File: config.mk
export PLATFORM = sky130hd
export DESIGN_NAME = lcd_scanline_timing
export DESIGN_NICKNAME = d
export VERILOG_FILES = /design/src/rtl/lst_pkg.sv /design/src/rtl/lcd_scanline_timing.sv /design/src/rtl/lst_cfg.sv /design/src/rtl/lst_step.sv
export SDC_FILE = /design/constraint.sdc
export NUM_CORES = 1
export LEC_CHECK = 0
export BUFFER_PORTS_ARGS = -buffer_cell sky130_fd_sc_hd__buf_2
export CAP_MARGIN = 20
export CORE_MARGIN = 1
export CORE_UTILIZATION = 60
export DETAILED_ROUTE_END_ITERATION = 7
export PLACE_DENSITY = 0.79
export SLEW_MARGIN = 20
export SYNTH_ARGS = -nofsm -noshare
export SYNTH_HDL_FRONTEND = slang
export SYNTH_HIERARCHICAL = 1
export SYNTH_SLANG_ARGS = --single-unit
File: constraint.sdc
create_clock -name clk_i -period 5.3 [get_ports clk_i]
set_clock_uncertainty 0.15 [all_clocks]
set_input_delay 0 -clock clk_i [delete_from_list [all_inputs] [get_ports clk_i]]
set_output_delay 0 -clock clk_i [all_outputs]
set_load 0.03 [all_outputs]
File: src/rtl/lst_pkg.sv
// ----------------------------------------------------------------------------
// LCD scanline timing package
// Shared constants, register indexes and record types for the scanline
// timing generator.
// ----------------------------------------------------------------------------
package lst_pkg;

  // Field widths
  localparam int unsigned AdvW   = 11;
  localparam int unsigned CountW = 12;
  localparam int unsigned SumW   = CountW + 1;
  localparam int unsigned LineW  = 8;
  localparam int unsigned CfgW   = 8;
  localparam int unsigned CfgAddrW = 2;

  // Stream widths, padded to whole bytes
  localparam int unsigned InDataW  = 16;
  localparam int unsigned OutDataW = 24;

  // Horizontal timing, in cycles within a line
  localparam logic [SumW-1:0] DrawCycles      = SumW'(960);
  localparam logic [SumW-1:0] LineCycles      = SumW'(1232);
  localparam logic [SumW-1:0] HblankFlagCycle = SumW'(1006);
  localparam logic [SumW-1:0] CountMax        = SumW'(4095);

  // Vertical timing, in lines
  localparam logic [LineW-1:0] VisibleLines  = LineW'(160);
  localparam logic [LineW-1:0] VblankEndLine = LineW'(227);
  localparam logic [LineW-1:0] TotalLines    = LineW'(228);
  localparam logic [LineW-1:0] CaptureFirst  = LineW'(2);
  localparam logic [LineW-1:0] CaptureEnd    = LineW'(162);

  // Configuration register indexes
  localparam logic [CfgAddrW-1:0] RegHblankIrqEn = 2'd0;
  localparam logic [CfgAddrW-1:0] RegVblankIrqEn = 2'd1;
  localparam logic [CfgAddrW-1:0] RegMatchIrqEn  = 2'd2;
  localparam logic [CfgAddrW-1:0] RegLineCompare = 2'd3;

  // Configuration register contents
  typedef struct packed {
    logic             hblank_irq_enable;
    logic             vblank_irq_enable;
    logic             line_match_irq_enable;
    logic [LineW-1:0] line_compare;
  } cfg_t;

  // One result item
  typedef struct packed {
    logic             line_match;
    logic             in_vblank;
    logic             in_hblank;
    logic [LineW-1:0] line_number;
    logic             frame_swap;
    logic             render_line_req;
    logic             capture_dma_trig;
    logic             vblank_dma_trig;
    logic             hblank_dma_trig;
    logic             match_irq_req;
    logic             vblank_irq_req;
    logic             hblank_irq_req;
  } result_t;

endpackage

File: src/rtl/lcd_scanline_timing.sv
// Flow: an accepted item waits in the input register; when the result register is free or
// being drained, its result is taken into the result register and shown on the master side.
// Throughput: one item per cycle while the result register is free or being drained; the
// timing state updates as each item is processed, so a new item is accepted while the last one steps.
// Reset (rst_ni, asynchronous, active low) clears the cycle counter, line
// counter, status flags, configuration registers and both stage valids.
// ----------------------------------------------------------------------------
// LCD scanline timing generator
// Stream wrapper: input register, timing step and result register.
// ----------------------------------------------------------------------------
module lcd_scanline_timing (
  input  logic                           clk_i,
  input  logic                           rst_ni,
  // Configuration write port
  input  logic                           cfg_we_i,
  input  logic [lst_pkg::CfgAddrW-1:0]   cfg_addr_i,
  input  logic [lst_pkg::CfgW-1:0]       cfg_wdata_i,
  // Input items
  input  logic                           s_axis_tvalid,
  output logic                           s_axis_tready,
  // [10:0] cycle_advance, [15:11] zero
  input  logic [lst_pkg::InDataW-1:0]    s_axis_tdata,
  // Result items
  output logic                           m_axis_tvalid,
  input  logic                           m_axis_tready,
  // [0] hblank_irq_req, [1] vblank_irq_req, [2] match_irq_req,
  // [3] hblank_dma_trig, [4] vblank_dma_trig, [5] capture_dma_trig,
  // [6] render_line_req, [7] frame_swap, [15:8] line_number,
  // [16] in_hblank, [17] in_vblank, [18] line_match, [23:19] zero
  output logic [lst_pkg::OutDataW-1:0]   m_axis_tdata
);

  localparam int unsigned ResW = $bits(lst_pkg::result_t);

  lst_pkg::cfg_t              cfg;
  lst_pkg::result_t           result;
  logic                       in_valid_q;
  logic [lst_pkg::AdvW-1:0]   adv_q;
  logic                       out_valid_q;
  lst_pkg::result_t           out_q;
  logic                       step;

  lst_cfg u_cfg (
    .clk_i       (clk_i),
    .rst_ni      (rst_ni),
    .cfg_we_i    (cfg_we_i),
    .cfg_addr_i  (cfg_addr_i),
    .cfg_wdata_i (cfg_wdata_i),
    .cfg_o       (cfg)
  );

  // An item is processed when the result register is free or being drained.
  assign step          = in_valid_q && (!out_valid_q || m_axis_tready);
  assign s_axis_tready = !in_valid_q || step;

  lst_step u_step (
    .clk_i           (clk_i),
    .rst_ni          (rst_ni),
    .step_i          (step),
    .cycle_advance_i (adv_q),
    .cfg_i           (cfg),
    .result_o        (result)
  );

  // Input register.
  always_ff @(posedge clk_i or negedge rst_ni) begin
    if (!rst_ni) begin
      in_valid_q <= 1'b0;
    end else if (s_axis_tready) begin
      in_valid_q <= s_axis_tvalid;
    end
  end

  always_ff @(posedge clk_i) begin
    if (s_axis_tready && s_axis_tvalid) begin
      adv_q <= s_axis_tdata[lst_pkg::AdvW-1:0];
    end
  end

  // Result register.
  always_ff @(posedge clk_i or negedge rst_ni) begin
    if (!rst_ni) begin
      out_valid_q <= 1'b0;
    end else if (step) begin
      out_valid_q <= 1'b1;
    end else if (m_axis_tready) begin
      out_valid_q <= 1'b0;
    end
  end

  always_ff @(posedge clk_i) begin
    if (step) begin
      out_q <= result;
    end
  end

  assign m_axis_tvalid = out_valid_q;
  assign m_axis_tdata  = {(lst_pkg::OutDataW - ResW)'(0), out_q};

endmodule

File: src/rtl/lst_cfg.sv
// ----------------------------------------------------------------------------
// LCD scanline timing configuration registers
// Holds the interrupt enables and the line compare value.
// ----------------------------------------------------------------------------
module lst_cfg (
  input  logic                          clk_i,
  input  logic                          rst_ni,
  input  logic                          cfg_we_i,
  input  logic [lst_pkg::CfgAddrW-1:0]  cfg_addr_i,
  input  logic [lst_pkg::CfgW-1:0]      cfg_wdata_i,
  output lst_pkg::cfg_t                 cfg_o
);

  lst_pkg::cfg_t cfg_q, cfg_d;

  // Write decode; bits above a register's width are dropped.
  always_comb begin
    cfg_d = cfg_q;
    if (cfg_we_i) begin
      unique case (cfg_addr_i)
        lst_pkg::RegHblankIrqEn: cfg_d.hblank_irq_enable     = cfg_wdata_i[0];
        lst_pkg::RegVblankIrqEn: cfg_d.vblank_irq_enable     = cfg_wdata_i[0];
        lst_pkg::RegMatchIrqEn:  cfg_d.line_match_irq_enable = cfg_wdata_i[0];
        lst_pkg::RegLineCompare: cfg_d.line_compare          = cfg_wdata_i;
        default: cfg_d = cfg_q;
      endcase
    end
  end

  always_ff @(posedge clk_i or negedge rst_ni) begin
    if (!rst_ni) begin
      cfg_q <= '0;
    end else begin
      cfg_q <= cfg_d;
    end
  end

  assign cfg_o = cfg_q;

endmodule

File: src/rtl/lst_step.sv
// ----------------------------------------------------------------------------
// LCD scanline timing step
// Timing state and the per-item update: advances the line cycle counter and
// handles at most one boundary per item.
// ----------------------------------------------------------------------------
module lst_step (
  input  logic                        clk_i,
  input  logic                        rst_ni,
  input  logic                        step_i,
  input  logic [lst_pkg::AdvW-1:0]    cycle_advance_i,
  input  lst_pkg::cfg_t               cfg_i,
  output lst_pkg::result_t            result_o
);

  logic [lst_pkg::CountW-1:0] count_q, count_d;
  logic [lst_pkg::LineW-1:0]  line_q, line_d;
  logic                       hblank_q, hblank_d;
  logic                       vblank_q, vblank_d;
  logic                       match_q, match_d;

  logic [lst_pkg::SumW-1:0]   sum;
  logic [lst_pkg::SumW-1:0]   next_sum;
  logic [lst_pkg::LineW-1:0]  line_inc;
  logic                       draw_hit, line_hit, hflag_hit;

  assign sum = {1'b0, count_q} + lst_pkg::SumW'(cycle_advance_i);

  // Boundary detection in priority order: draw end, line end, hblank flag.
  assign draw_hit  = ({1'b0, count_q} < lst_pkg::DrawCycles) &&
                     (sum >= lst_pkg::DrawCycles);
  assign line_hit  = !draw_hit && (sum >= lst_pkg::LineCycles);
  assign hflag_hit = !draw_hit && !line_hit &&
                     ({1'b0, count_q} < lst_pkg::HblankFlagCycle) &&
                     (sum >= lst_pkg::HblankFlagCycle);

  assign line_inc = line_q + lst_pkg::LineW'(1);

  // Next state and result pulses.
  always_comb begin
    line_d   = line_q;
    hblank_d = hblank_q;
    vblank_d = vblank_q;
    match_d  = match_q;
    next_sum = sum;
    result_o = '0;

    if (draw_hit) begin
      result_o.hblank_irq_req = cfg_i.hblank_irq_enable;
      if (line_q < lst_pkg::VisibleLines) begin
        result_o.render_line_req = 1'b1;
        result_o.hblank_dma_trig = 1'b1;
      end
      result_o.capture_dma_trig = (line_q >= lst_pkg::CaptureFirst) &&
                                  (line_q < lst_pkg::CaptureEnd);
    end else if (line_hit) begin
      next_sum = sum - lst_pkg::LineCycles;
      hblank_d = 1'b0;
      line_d   = line_inc;
      if (line_inc == lst_pkg::VisibleLines) begin
        vblank_d                = 1'b1;
        result_o.vblank_irq_req  = cfg_i.vblank_irq_enable;
        result_o.vblank_dma_trig = 1'b1;
        result_o.frame_swap      = 1'b1;
      end else if (line_inc == lst_pkg::VblankEndLine) begin
        vblank_d = 1'b0;
      end else if (line_inc == lst_pkg::TotalLines) begin
        line_d = '0;
      end
      match_d                = (line_d == cfg_i.line_compare);
      result_o.match_irq_req = match_d && cfg_i.line_match_irq_enable;
    end else if (hflag_hit) begin
      hblank_d = 1'b1;
    end

    // The cycle counter saturates at its full scale.
    count_d = next_sum[lst_pkg::SumW-1] ? lst_pkg::CountMax[lst_pkg::CountW-1:0]
                                        : next_sum[lst_pkg::CountW-1:0];

    result_o.line_number = line_d;
    result_o.in_hblank   = hblank_d;
    result_o.in_vblank   = vblank_d;
    result_o.line_match  = match_d;
  end

  always_ff @(posedge clk_i or negedge rst_ni) begin
    if (!rst_ni) begin
      count_q  <= '0;
      line_q   <= '0;
      hblank_q <= 1'b0;
      vblank_q <= 1'b0;
      match_q  <= 1'b0;
    end else if (step_i) begin
      count_q  <= count_d;
      line_q   <= line_d;
      hblank_q <= hblank_d;
      vblank_q <= vblank_d;
      match_q  <= match_d;
    end
  end

endmodule
==> results of run 1 <==
repair_timing:
item,CTS,global route
setup endpoints to repair,0,0
hold endpoints to repair,71,0
hold buffers,35,0
power by group through the flow:
stage                     combinational, mW  clock, mW  sequential [mW]
after floorplan                       0.948          0            0.780
after global placement                 1.12          0            0.772
after detailed placement               1.16          0            0.778
after CTS                              1.20      0.413            0.769
after global routing                   1.33      0.434            0.788
final                                  1.21      0.404            0.771
routing by layer:
| layer | share of wire (%) | routed length (um) | vias up | global-route usage (%) |
|---|---|---|---|---|
| li1 | - | - | 1454 | - |
| met1 | 48 | 3800 | 1337 | 35.8 |
| met2 | 46 | 3640 | 72 | 38.4 |
| met3 | 4.1 | 324 | 10 | 3.98 |
| met4 | 1.3 | 99 | 0 | 8.93 |
| met5 | 0 | 0 | - | 0 |
final cells by class:
type / count / area [sq um]
Inverter: 13 / 48.8
Clock buffer: 13 / 170
Sequential cell: 66 / 1800
Timing Repair Buffer: 83 / 596
Fill cell: 435 / 1660
Tap cell: 77 / 96.3
Multi-Input combinational cell: 269 / 1960
Clock inverter: 3 / 21.3
cell usage in the layout (no fill, tap or decap), types with 10 or more instances in the layout:
| cell | count |
|---|---|
| sky130_fd_sc_hd__a21oi_1 | 20 |
| sky130_fd_sc_hd__buf_2 | 46 |
| sky130_fd_sc_hd__clkbuf_8 | 10 |
| sky130_fd_sc_hd__dfrtp_1 | 36 |
| sky130_fd_sc_hd__dlygate4sd3_1 | 35 |
| sky130_fd_sc_hd__edfxtp_1 | 30 |
| sky130_fd_sc_hd__ha_1 | 15 |
| sky130_fd_sc_hd__inv_1 | 13 |
| sky130_fd_sc_hd__mux2_2 | 17 |
| sky130_fd_sc_hd__nand2_1 | 17 |
| sky130_fd_sc_hd__nor2_1 | 46 |
| sky130_fd_sc_hd__o21ai_0 | 13 |
| sky130_fd_sc_hd__xnor2_1 | 14 |
| sky130_fd_sc_hd__xor2_1 | 14 |
cell families (layout without fill, tap and decap cells):
logic type / Yosys count / after routing / share of synthesized area [%]
other cells: 1 / 5 / 0.0949
simple gates: 121 / 121 / 16.5
mux: 19 / 19 / 5.51
flops: 66 / 66 / 45.6
fa+ha+maj: 16 / 16 / 5.25
compound gates: 79 / 79 / 15.2
xor+xnor: 29 / 29 / 6.62
buf+inv: 36 / 112 / 5.22
flip-flops by register name, indices dropped and copies added (netlist names):
register         count
u_step/vblank_q      1
u_step/line_q        8
u_step/count_q      12
adv_q               11
u_step/hblank_q      1
m_axis_tvalid        1
m_axis_tdata        19
u_cfg/cfg_o         11
u_step/match_q       1
in_valid_q           1
worst max path at each step:
stage                            end  slack [ns]  cells after the start
global placement    m_axis_tdata[17]        1.51                     15
floorplan           m_axis_tdata[17]        1.91                     15
finish              m_axis_tdata[17]        1.40                     15
CTS                 m_axis_tdata[17]        1.39                     15
detailed placement  m_axis_tdata[17]        1.39                     15
global route        m_axis_tdata[17]        1.11                     15
worst register-to-register path: stages, from the launching register on:
cell and delay (ns):
sky130_fd_sc_hd__dfrtp_1 0.35, sky130_fd_sc_hd__ha_1 0.20, sky130_fd_sc_hd__inv_1 0.07, sky130_fd_sc_hd__fa_1 0.39
sky130_fd_sc_hd__nand2b_1 0.21, sky130_fd_sc_hd__a21oi_1 0.17, sky130_fd_sc_hd__xor2_1 0.26, sky130_fd_sc_hd__ha_1 0.19
sky130_fd_sc_hd__nor2b_1 0.12, sky130_fd_sc_hd__nand4_1 0.13, sky130_fd_sc_hd__a21oi_1 0.26, sky130_fd_sc_hd__o311ai_4 0.18
sky130_fd_sc_hd__buf_4 0.26, sky130_fd_sc_hd__or2_1 0.26, sky130_fd_sc_hd__o31ai_1 0.28, sky130_fd_sc_hd__o21ai_0 0.15
==> run summary, run 1 <==
The flow ran to the end, and the final reports show no timing, DRC or antenna violations. For flop-to-flop paths, the worst setup slack is 1.40 ns. The post-synthesis sequential area ratio was 45.6%.

During synthesis, Yosys emitted a total of 6 warnings. The clock root buffer was sky130_fd_sc_hd__clkbuf_8. The tightest hold path in the finished design has a slack of 0.152 ns. For the area of placed instances, the log shows 4150 sq um. The clock reaches the later pin of the worst-skew pair after 0.34 ns. Summed over all nets, the switching power comes to 1.01 mW.

The tools report the fraction of the core area covered by cells at the end of the flow as 73.9%. The effective utilization at floorplan was 62.2%. Type of the setup path with the least slack: reg2reg. The logs give 7.86 mm for the overall routed net length and 5.22 ns for the critical path data required time. Kind of cell adding the most delay to the critical path: compound AO/OA/AOI/OAI gates. The leakage component of the power was 1.90 nW.

The worst setup path is launched from a register. The first global-routing pass estimated 13.6 mm of wire. Of all nets on the critical path, the largest fanout is 19. The remaining global-route overflow was 0; the worst relative slew slack was 45.5%.

TritonCTS built the clock tree. In this run the power density over the cells is 508 nW/um^2. The tool flagged a number of max-cap violations equal to 0. The number of max-slew violations in the final report came out at 0. The number of buffers and inverters on the critical path is 2. Of the total power, the share spent switching nets is 42.2%.

The post-placement setup slack was 1.39 ns; the area of the core was 6350 sq um. For this run, the leading register cell type out of synthesis is sky130_fd_sc_hd__dfrtp_1. The detail-routed net length per standard cell is 15.0 um, and the non-filler instance count after layout is 524. The design area was 4690 sq um. The HPWL after detailed placement was 5.33 mm. The detail route stage leaves a number of antenna-violating nets equal to 0.

A synthesized cell averages 10.8 sq um. The detailed-router iteration count before antenna repair is 4. The die area was 6920 sq um. Final period utilization: 73.7%.

Of all flip-flops after synthesis, the portion carrying an async set or reset was 54.5%. Of the total power, combinational logic draws 50.7%. 0 antenna diodes ended up in the layout. Entering global routing, the biggest net connects 40 pins. The total negative slack is 0 ns. The first-iteration detailed-routing DRC count was 256; the total standard cell area after synthesis was 3950 sq um. The number of global-route vias before repair was 2834; the post-route total power was 2.38 mW. By count the netlist is led by sky130_fd_sc_hd__nor2_1 (46), sky130_fd_sc_hd__dfrtp_1 (36), sky130_fd_sc_hd__edfxtp_1 (30), sky130_fd_sc_hd__a21oi_1 (20).

The internal portion of the total power is 1.38 mW. The setup slack of the critical path after layout was 1.40 ns. Total number of H-tree levels: 3.

The overall fraction of global-route tracks in use came out at 24.9%. Per report_power, the clock group accounts for 16.9% of the total. The final hold violation count is 0. Setup repair after global routing left no endpoint under its margin. The post-CTS setup buffer count is 0. The startpoint identified for the worst register-to-register timing path is u_step/count_q[0]. After clock tree synthesis, the clock-pin slew on the worst setup and hold paths is 0.07 ns.

The routed layout has 2873 vias. The count of buffers added on input and output ports is 46. Number of top-level design ports: 57. In the post-synthesis netlist, the biggest area contributors are sky130_fd_sc_hd__dfrtp_1 (23%), sky130_fd_sc_hd__edfxtp_1 (23%), sky130_fd_sc_hd__mux2_2 (4.8%).

sky130_fd_sc_hd__dfrtp_1 takes more of the synthesized area than any other cell. Clock tree synthesis inserted a total of 9 buffers. The tools report the arrival time reported for the critical path endpoint as 3.82 ns. Average via count per standard cell: 5.48. Final layout net count: 489.

For the count of unresolved DRC violations after routing, the log shows 0. The critical path goes through ha_1 -> inv_1 -> fa_1 -> nand2b_1 -> a21oi_1 -> xor2_1 -> ha_1 -> nor2b_1 -> nand4_1 -> a21oi_1 -> o311ai_4 -> buf_4 -> or2_1 -> o31ai_1 -> o21ai_0. The post-cts sizing count is 0, and the number of cells on the worst reg-to-reg path is 15.

The routability congestion estimate from global placement is 0.880. For the pin with the worst max-slew slack, the measured transition is 0.818 ns. The cell with the biggest individual delay on the critical path was sky130_fd_sc_hd__fa_1. The instance count of the mapped netlist was 367. On the worst path, the slowest cell contributes a delay of 0.39 ns. Setup violations remaining at the end of the flow were counted as 0.

Number of synthesized register bits: 66. Measured along the y axis, the die boundary spans 83.2 um. In this run the worst hold path is classified as in2async.

In this run, flip-flops and latches consume 32.3% of the power. The nature of the critical path endpoint was a register. The number of antenna violations at the first check in global routing came out at 0.

The maximum root-to-sink buffer count was 2. The tools report the worst reg2reg path endpoint as m_axis_tdata[17]. The logs give 473 for the number of cells in the design after placement and 66 for the clock sink total. The count of different cell masters after synthesis was 76; the fmax was 256 MHz.

The worst-case vdd ir drop came out at 277 uV. In the final layout, the share of cells above drive strength 1 is 24.8%. Compared with the post-synthesis result, the final layout area differs by 18.7%.

After floorplanning, the core was divided into 29 placement rows. Counting flops with a built-in enable in the synthesized netlist gives 30. The share of the synthesized area in the top cell type works out to 22.8%. Most frequent cell after synthesis: sky130_fd_sc_hd__nor2_1. The die is 83.2 um wide. The tools report the worst setup path startpoint as u_step/count_q[0]. The post-layout minimum cycle time works out to 3.90 ns.
Power figures use the tool's default switching activity.
==> inputs of run 2 (changes only) <==
- CORE_UTILIZATION: 60 -> 58
- PLACE_DENSITY: 0.79 -> 0.77
- clock period: 5.3 -> 3.65 ns (I/O delays scaled with it)
==> run summary, run 2 (synthesis gave the netlist of run 1 again) <==
The flow ran to the end, but the final reports show violations. The checks that failed: design-rule violations. The most common cell after layout, fill and taps aside is sky130_fd_sc_hd__buf_2. The tools report the number of antenna violations at the first check in global routing as 0 (unchanged). The logs give 0.133 ns (was 0.152 ns) for the worst hold slack and 3085 (was 2873) for the total via count after detailed routing. Setup repair after global routing could not meet its margin everywhere.

Kind of path behind the tightest hold check: in2async (unchanged). Critical path cell sequence: ha_1 -> nand2_1 -> o31a_2 -> xnor2_1 -> inv_1 -> ha_1 -> nor2b_1 -> nand4_1 -> a21oi_2 -> o311ai_4 -> buf_12 -> or2_2 -> mux2_1 (was ha_1 -> inv_1 -> fa_1 -> nand2b_1 -> a21oi_1 -> xor2_1 -> ha_1 -> nor2b_1 -> nand4_1 -> a21oi_1 -> o311ai_4 -> buf_4 -> or2_1 -> o31ai_1 -> o21ai_0). The logs give 287 MHz (was 256 MHz) for the fmax and 26.7% (was 24.9%) for the overall fraction of global-route tracks in use. The total of buffers placed on input and output ports is 46 (unchanged), and the routability congestion estimate from global placement is 0.843 (was 0.880). Arrival time reported for the critical path endpoint: 3.57 ns (was 3.82 ns). The final layout net count was 499 (was 489).

The total number of H-tree levels is 3 (unchanged). Type of origin of the critical path: a register (unchanged). The tools report the count of antenna-violating nets left after detailed routing as 0 (unchanged).

The die span in x was 84.6 um (was 83.2 um). Commonest cells after routing, fill and taps aside: sky130_fd_sc_hd__buf_2 (46), sky130_fd_sc_hd__nor2_1 (45), sky130_fd_sc_hd__dfrtp_1 (36), sky130_fd_sc_hd__dlygate4sd3_1 (35), sky130_fd_sc_hd__edfxtp_1 (30) (was sky130_fd_sc_hd__buf_2 (46), sky130_fd_sc_hd__nor2_1 (46), sky130_fd_sc_hd__dfrtp_1 (36), sky130_fd_sc_hd__dlygate4sd3_1 (35), sky130_fd_sc_hd__edfxtp_1 (30)). The final hold violation count is 0 (unchanged). The total internal power was 2.20 mW (was 1.38 mW); the area growth from synthesis to layout was 22.8% (was 18.7%). The power per cell area came out at 780 nW/um^2 (was 508 nW/um^2).

The flip-flop count of the largest register after layout is 19 (unchanged). The clock root buffer was sky130_fd_sc_hd__clkbuf_8 (unchanged). For the number of cell rows, the log shows 29 (unchanged). The worst-skew pair later-pin latency was 0.35 ns (was 0.34 ns); the area occupied by multi-input gates was 1990 sq um (was 1960 sq um). Dominant cell type by count on the critical path: sky130_fd_sc_hd__ha_1.

For the pin count of the biggest net entering global routing, the log shows 37 (was 40). The tools report the first-iteration detailed-routing DRC count as 187 (was 256). Type of the setup path with the least slack: reg2reg (unchanged). For the number of antenna repair diodes, the log shows 0 (unchanged).

The actual transition at the worst max-transition pin is 0.844 ns (was 0.818 ns). The post-layout minimum cycle time was 3.48 ns (was 3.90 ns); the part of the power in registers was 29.8% (was 32.3%). The logs give 8.99 mm (was 7.86 mm) for the overall routed net length and 5.78 mm (was 5.33 mm) for the HPWL after detailed placement. Launch instance of the worst register-to-register path: u_step/count_q[3] (was u_step/count_q[0]).

The number of max-slew violations in the final report came out at 0 (unchanged). Remaining global-route overflow: 0 (unchanged). The logs give 2 (unchanged) for the maximum root-to-sink buffer count and 61.2% (was 62.2%) for the effective utilization at floorplan. The tools report the number of clock buffers inserted by TritonCTS as 9 (unchanged).

The count of unresolved DRC violations after routing was 10 (was 0); the area of placed instances was 4210 sq um (was 4150 sq um). Nature of the critical path endpoint: a register (unchanged). The design area was 4850 sq um (was 4690 sq um); the combined flip-flop and latch cell area was 1800 sq um (unchanged). Detail-routed net length per standard cell: 16.8 um (was 15.0 um). The area of the core is 6460 sq um (was 6350 sq um). The highest cell delay on the worst timing path works out to 0.50 ns (was 0.39 ns). The critical path data required time is 3.74 ns (was 5.22 ns).

The worst relative slew slack is 43.8% (was 45.5%), and the count of max-cap constraint violations is 0 (unchanged). The clock transition at the registers of the reported paths was 0.08 ns (was 0.07 ns). The height of the die was 84.6 um (was 83.2 um).

The switching share of total power was 41.8% (was 42.2%); the clock power share was 18.7% (was 16.9%). The combinational share of power came out at 51.5% (was 50.7%). The share of layout cells above drive strength 1 came out at 28.0% (was 24.8%). The final period utilization was 95.4% (was 73.7%); the power dissipated by switching net loads was 1.58 mW (was 1.01 mW). The run gives 1.98 nW (was 1.90 nW) as the leakage component of the power. The cell with the biggest individual delay on the critical path is sky130_fd_sc_hd__o311ai_4 (was sky130_fd_sc_hd__fa_1). TritonCTS built the clock tree. Worst-case vdd ir drop: 567 uV (was 277 uV). The tools report the die area as 7150 sq um (was 6920 sq um). The top fanout value on the critical path came out at 7 (was 19). For the clock sink total, the log shows 66 (unchanged).

The detailed-router iteration count before antenna repair was 7 (was 4). Total negative slack: 0 ns (unchanged). The number of failing setup endpoints in the final timing report is 0 (unchanged). The worst setup path startpoint was u_step/count_q[3] (was u_step/count_q[0]). The run gives 14.5 mm (was 13.6 mm) as the wire length of the first global-routing pass.

For the count of filler cells inserted in the layout, the log shows 459 (was 435). The average via count per standard cell came out at 5.78 (was 5.48). The tools report the number of global-route vias before repair as 2973 (was 2834).

The tools report the number of top-level design ports as 57 (unchanged).
-- run 2: path summary, 6_finish.rpt --
kind / to / slack (ns) / cells past startpoint
worst max-delay path: u_step/line_q[0] / 0.17 / 13
worst min-delay path: u_cfg/cfg_o[9] / 0.13 / 2
worst max register to register: u_step/line_q[0] / 0.17 / 13
worst min register to register: u_step/match_q / 0.35 / 2
max in group asynchronous: in_valid_q / 2.68 / 2
min in group clk_i: adv_q[3] / 0.21 / 2
-- run 2: power by group through the flow --
| stage | Sequential (mW) | Combinational, mW | Clock [mW] |
|---|---|---|---|
| final | 1.13 | 1.95 | 0.706 |
| after global routing | 1.15 | 2.11 | 0.745 |
| after CTS | 1.12 | 1.85 | 0.716 |
| after detailed placement | 1.14 | 1.78 | 0 |
| after global placement | 1.13 | 1.73 | 0 |
| after floorplan | 1.13 | 1.38 | 0 |
-- run 2: per-stage QoR --
step	instances	worst slack, ns	total power, mW	util [%]
2_1_floorplan	371	0.264	2.51	-
3_3_place_gp	481	0.116	2.86	65.2
3_5_place_dp	481	0.0357	2.92	65.2
4_1_cts	532	0.0501	3.69	74.2
5_1_grt	534	-0.0554	4.00	75.1
6_report	534	0.167	3.79	75.1
-- run 2: layer usage --
metal  part of all wire (%)  GRT usage (%)
met1                     44           34.2
met2                     47           42.2
met3                    5.0           5.60
met4                    3.8           15.7
met5                      0              0
-- run 2: repair_timing --
action	in CTS	in global routing
gates resized for setup	1	6
setup endpoints to repair	1	23
setup buffers	0	2
pin swaps	0	3
hold buffers	35	0
hold endpoints to repair	71	0
-- run 2: area by class of cell --
class,count,area share (%)
clock buffer,10,2.84
sequential,66,37.1
inverter,13,1.01
multi-input combinational,269,41.0
timing repair buffer,93,14.2
clock inverter,6,1.86
tap,77,1.99
-- run 2: worst max-delay path, delay by kind of cell (launching register included) --
| family | cells | cell delay [ns] |
|---|---|---|
| AND/OR/NAND/NOR | 4 | 0.48 |
| XOR/XNOR | 1 | 0.19 |
| adder cells (fa/ha/maj) | 2 | 0.54 |
| multiplexers | 1 | 0.33 |
| flip-flops | 1 | 0.42 |
| buffers and inverters | 2 | 0.30 |
| AO/OA/AOI/OAI | 3 | 0.94 |
